### src/rtl/afc_pkg.sv
// ----------------------------------------------------------------------------
// afc_pkg: shared types and constants for the AABB frustum cull test
// Operation codes, fixed field widths and the stage-advance bundle.
// ----------------------------------------------------------------------------
package afc_pkg;

  typedef enum logic {
    OP_WRITE = 1'b0,
    OP_TEST  = 1'b1
  } op_t;

  localparam int PLANE_IDX_W = 3;
  localparam int OUT_W       = 8;

  // advance strobes for the three plane-evaluation register stages
  typedef struct packed {
    logic s1;
    logic s2;
    logic s3;
  } afc_stage_en_t;

endpackage

### src/rtl/afc_plane_eval.sv
// ----------------------------------------------------------------------------
// afc_plane_eval: signed distance of the positive vertex to one plane
// Three stages: vertex select, products, sum. Returns the distance sign.
// ----------------------------------------------------------------------------
module afc_plane_eval import afc_pkg::*; #(
  parameter int COORD_BITS  = 32,
  parameter int NORMAL_BITS = 16
) (
  input  logic                          clk,
  input  afc_stage_en_t                 en,
  input  logic signed [NORMAL_BITS-1:0] nx,
  input  logic signed [NORMAL_BITS-1:0] ny,
  input  logic signed [NORMAL_BITS-1:0] nz,
  input  logic signed [COORD_BITS-1:0]  off,
  input  logic signed [COORD_BITS-1:0]  min_x,
  input  logic signed [COORD_BITS-1:0]  min_y,
  input  logic signed [COORD_BITS-1:0]  min_z,
  input  logic signed [COORD_BITS-1:0]  max_x,
  input  logic signed [COORD_BITS-1:0]  max_y,
  input  logic signed [COORD_BITS-1:0]  max_z,
  output logic                          dist_neg
);

  localparam int FRAC_BITS = NORMAL_BITS - 2;
  localparam int PROD_W    = NORMAL_BITS + COORD_BITS;
  localparam int OFF_W     = COORD_BITS + FRAC_BITS;
  localparam int SUM_W     = PROD_W + 2;

  logic signed [NORMAL_BITS-1:0] nx1, ny1, nz1;
  logic signed [COORD_BITS-1:0]  vx1, vy1, vz1, off1;
  logic signed [PROD_W-1:0]      px2, py2, pz2;
  logic signed [OFF_W-1:0]       off2;
  logic signed [SUM_W-1:0]       sum;

  // positive vertex: max corner where the normal component is non-negative
  always_ff @(posedge clk) begin
    if (en.s1) begin
      nx1  <= nx;
      ny1  <= ny;
      nz1  <= nz;
      off1 <= off;
      vx1  <= nx[NORMAL_BITS-1] ? min_x : max_x;
      vy1  <= ny[NORMAL_BITS-1] ? min_y : max_y;
      vz1  <= nz[NORMAL_BITS-1] ? min_z : max_z;
    end
  end

  // offset lined up with the Q.14 products (FRAC_BITS fraction bits)
  always_ff @(posedge clk) begin
    if (en.s2) begin
      px2  <= nx1 * vx1;
      py2  <= ny1 * vy1;
      pz2  <= nz1 * vz1;
      off2 <= {off1, {FRAC_BITS{1'b0}}};
    end
  end

  assign sum = SUM_W'(px2) + SUM_W'(py2) + SUM_W'(pz2) + SUM_W'(off2);

  always_ff @(posedge clk) begin
    if (en.s3) begin
      dist_neg <= sum[SUM_W-1];
    end
  end

endmodule

### config.mk
export PLATFORM = sky130hd
export DESIGN_NAME = afc_plane_eval
export DESIGN_NICKNAME = d
export VERILOG_FILES = /design/src/rtl/afc_pkg.sv /design/src/rtl/afc_plane_eval.sv
export SDC_FILE = /design/constraint.sdc
export NUM_CORES = 2
export LEC_CHECK = 0
export ABC_AREA = 1
export BUFFER_PORTS_ARGS = -buffer_cell sky130_fd_sc_hd__buf_4
export CORE_UTILIZATION = 60
export DETAILED_ROUTE_END_ITERATION = 6
export PLACE_DENSITY = 0.78
export SYNTH_ARGS = -nofsm -noshare
export SYNTH_HDL_FRONTEND = slang
export SYNTH_SLANG_ARGS = --single-unit
### constraint.sdc
create_clock -name clk -period 6.2 [get_ports clk]
set_input_delay 0 -clock clk [delete_from_list [all_inputs] [get_ports clk]]
set_output_delay 0 -clock clk [all_outputs]
set_load 0.01 [all_outputs]
# Yosys cells after proc, flatten, opt, wreduce, memory -nomap -nowiden
# Index checks and enable logic that the tools add are counted.
dict set report word_totals {
  reg_bits 353
  elab_cells 21
}
dict set report classes {
  n_mux 3
  n_addsub 3
  mul 3
}
# cell count
set op_table {}
lappend op_table {{16-bit by 32-bit multiplier with 48-bit output} 3}
lappend op_table {{32-bit 2-to-1 mux} 3}
lappend op_table {{49-bit by 48-bit adder with 50-bit output} 1}
lappend op_table {{50-bit by 46-bit adder with 50-bit output} 1}
lappend op_table {{48-bit by 48-bit adder with 49-bit output} 1}

# Longest topological paths before layout
dict set report logic_depth {
  word_depth 3
  depth_mapped 28
  mapped_depth_nobuf 27
}

# Worst setup path after synthesis
# Ideal clock, no wire load.
dict set report synth_timing {
  path_type {reg-to-reg}
  from {register vy1[31]}
  to {register py2[45] (data pin)}
  synth_period_minus_slack_ns 5.548
  required_time_ns 5.947
  path_buffers 1
  setup_slack_ns 0.652
  t_arrival_ns 5.295
  path_stages_with_launch 22
  path_cell_list {edfxtp_1 -> clkbuf_1 -> nand2_1 -> fa_1 -> inv_1 -> fa_1 -> fa_1 -> fa_1 -> inv_1 -> fa_1 -> inv_1 -> fa_1 -> ha_1 -> nand2_1 -> inv_1 -> nand2_1 -> nor3_1 -> nand2_1 -> nor2_1 -> nand2_1 -> nand4_1 -> nand2_1}
}
dict set report synth_between {
  elab_chain_cells 1
}
# item line
set synth_rtl {}
lappend synth_rtl {{from (decl)} afc_plane_eval.sv:30} ;# logic signed [COORD_BITS-1:0] vx1, vy1, vz1, off1;
lappend synth_rtl {{from (signal assigned)} afc_plane_eval.sv:43} ;# vy1 <= ny[NORMAL_BITS-1] ? min_y : max_y;
lappend synth_rtl {{16-bit by 32-bit multiplier with 48-bit output} afc_plane_eval.sv:52} ;# py2 <= ny1 * vy1;
lappend synth_rtl {{to (signal assigned)} afc_plane_eval.sv:52}
lappend synth_rtl {{to (decl)} afc_plane_eval.sv:31} ;# logic signed [PROD_W-1:0] px2, py2, pz2;
# Every way passes these cells.
# A chain may end at the register's enable or synchronous reset.

# Worst setup path in the final report
dict set report layout_timing {
  from {register ny1[10]}
  to {register py2[37] (data pin)}
}
dict set report layout_between {
  elab_chain_cells 1
}
# item line
set layout_rtl {}
lappend layout_rtl {{from (decl)} afc_plane_eval.sv:29} ;# logic signed [NORMAL_BITS-1:0] nx1, ny1, nz1;
lappend layout_rtl {{from (signal assigned)} afc_plane_eval.sv:39} ;# ny1 <= ny;
lappend layout_rtl {{16-bit by 32-bit multiplier with 48-bit output} afc_plane_eval.sv:52}
# Every way passes these cells.

==> reports/results.ini <==
[setup_path]
cp.required_ns = 6.60
critPathSlowestCell = fa_1
cp_top_family = adder cells
startpoint_type = flip-flop
cp_slowest_stage_delay_ns = 0.57
endpoint_kind = flip-flop
crit_arrival_ns = 6.54
crit_path_max_fanout = 16
crit_type = flip-flop to flip-flop
crit_path_frequent_cell = fa_1
reg2reg_slack_ns = 0.06
cp.buffers_inverters = 6
cp_cell_sequence = buf_6, buf_4, nand2_1, fa_1, inv_1, fa_1, fa_1, fa_1, fa_1, inv_1, fa_1, inv_1, ha_1, nand2_1, inv_1, a21oi_1, o21ai_0, a21oi_1, nand3_1, nand2_1, nand2_1

[synthesis]
synthCells = 8842
synth_area_um2 = 73200
avgSynthCellArea_um2 = 8.279
synth_edf_count = 353
seq_area_frac_synth_pct = 14.48
synthFlopType = edfxtp_1
ys_ff_latch = 353
synth_nets = 11060
synth_top_cell_area_share_pct = 42.12
synth.yosys.warnings = 0
synth_cell_types = 33
async_flop_share_pct = 0
synthTopCellsByArea = fa_1 (42%), edfxtp_1 (14%), inv_1 (14%)
yosysMostFrequentCell = inv_1
yosys.area.top_type = fa_1
yosys-top-cells-count = inv_1 (2695), nand2_1 (2524), fa_1 (1540), ha_1 (401), edfxtp_1 (353)

[place]
hpwlAfterDp_um = 161100
dpl-instance-area_um2 = 78140
io_buffers = 276
post-place-ws_ns = 0.01025
place_congestion = 1.003

[status]
status = complete, no violations

[floorplanning]
die_h_um = 351.3
start_util_pct = 60.77
rows = 127
die-area_um2 = 123400
io_pins = 277
fp.dieW_um = 351.3
core_um2 = 120400

[timing]
final_max_slew_viol_count = 0
relSlewSlack_pct = 38.09
period_share_pct = 99.02
setup_viol = 0
fin_crit_ns = 6.139
max_freq_ghz = 0.1629
setup_ws_ns = 0.06054
hold_viol = 0
tightestPinTransition_ns = 0.9286
skew_ns = 0.03628

[clock_network]
clockRootBuffer = clkbuf_16
path_clk_slew_ns = 0.06
numCtsBuffers = 46
cts.sinks = 353
cts_tree = built
clock_latency_ns = 0.68
cts_buffer_depth = 3
cts_max_level = 2

[global_route]
grt_pass1_wl_um = 321400
overflow = 0
antenna_found_initial = 3
grt_pass1_vias = 62640
grtUsageTotal_pct = 33.57
grt_max_degree = 88

[route]
drc = 0
wl_um = 201600
detail_route.first_pass.iterations = 7
route.detailed.wl_per_inst_um = 18.21
via_count = 58620
ant_nets = 0
drt_iter0_markers = 5098
viasPerCell = 5.295

[finish]
post-route-cell-area_um2 = 83490
drive_above_1_share_pct = 8.987
areaGrowthSynthToFinish_pct = 14.05
fin_nets = 11640
num-fill-cells = 9118

[flow_run]
drv_cap = 0

[worst_hold_path]
hp-class = input pin to flip-flop

-- state kept, by name, indices dropped and copies added (netlist names) --
| name | cells |
|---|---|
| nx1 | 16 |
| nz1 | 16 |
| off1 | 32 |
| off2 | 32 |
| dist_neg | 1 |
| py2 | 48 |
| px2 | 48 |
| vx1 | 32 |
| pz2 | 48 |
| vy1 | 32 |
| ny1 | 16 |
| vz1 | 32 |
-- worst paths after layout --
kind / cells after the start / startpoint / endpoint
setup / recovery: 21 / ny1[10]$_DFFE_PP_ / py2[37]$_DFFE_PP_
hold / removal: 2 / ny[6] / ny1[6]$_DFFE_PP_
setup reg to reg: 21 / ny1[10]$_DFFE_PP_ / py2[37]$_DFFE_PP_
hold reg to reg: 0 / off1[25]$_DFFE_PP_ / off2[39]$_DFFE_PP_
-- area by class of cell --
class | instances | area (um^2) | share of cell area [%]
well taps | 1612 | 2017 | 2.416
repair buffers | 860 | 7896 | 9.458
clock buffers | 53 | 1177 | 1.410
flip-flops and latches | 353 | 10600 | 12.70
diodes | 1 | 2.502 | 0.002997
inverters | 2697 | 10120 | 12.13
multi-input cells | 5467 | 51320 | 61.47
clock inverters | 28 | 352.8 | 0.4226
-- what timing repair did --
action | 4_1_cts | 5_1_grt
hold endpoints to repair | 296 | 0
endpoints found under the setup margin | 2 | 56
setup buffers | 2 | 98
hold buffers | 275 | 0
resized for setup | 0 | 22
-- kinds of logic (layout without fill, tap and decap cells) --
group	Yosys count	in the layout	synth area share (%)
simple gates	3117	3117	16.85
buf+inv	3022	3638	15.51
fa+ha+maj	1941	1941	48.97
flops	353	353	14.48
compound gates	218	218	1.573
mux	96	96	1.477
xor+xnor	95	95	1.137
other cells	0	1	0
-- layout by cell type (no fill, tap or decap), drive strengths merged, types with 65 or more instances in the layout --
| cell | n |
|---|---|
| inv | 2702 |
| nand2 | 2541 |
| fa | 1540 |
| buf | 584 |
| ha | 401 |
| edfxtp | 353 |
| nor2 | 327 |
| dlygate4sd3 | 275 |
| nand3 | 153 |
| a21oi | 147 |
| mux2 | 96 |
| xor2 | 65 |
-- stage by stage --
step	instances	hold WS [ns]	setup TNS (ns)	util, %
3_5_place_dp	10610	0.1795	0	64.87
3_3_place_gp	10610	0.1778	0	64.87
2_1_floorplan	8842	0.09887	0	-
5_1_grt	11070	0.04814	-0.04160	69.32
6_report	11070	0.04504	0	69.32
4_1_cts	10970	0.009550	0	68.44
-- metal layers --
layer	up-vias	track usage, %	wire, um
met5	-	0	15
met4	2	13.52	9257
met3	657	5.653	17990
met2	2938	57.28	99040
met1	28880	42.56	75350
li1	26150	-	-
Power is left out: the tool's default activity adds up to more than one toggle a clock period on the data nets, which glitch-free logic cannot reach.
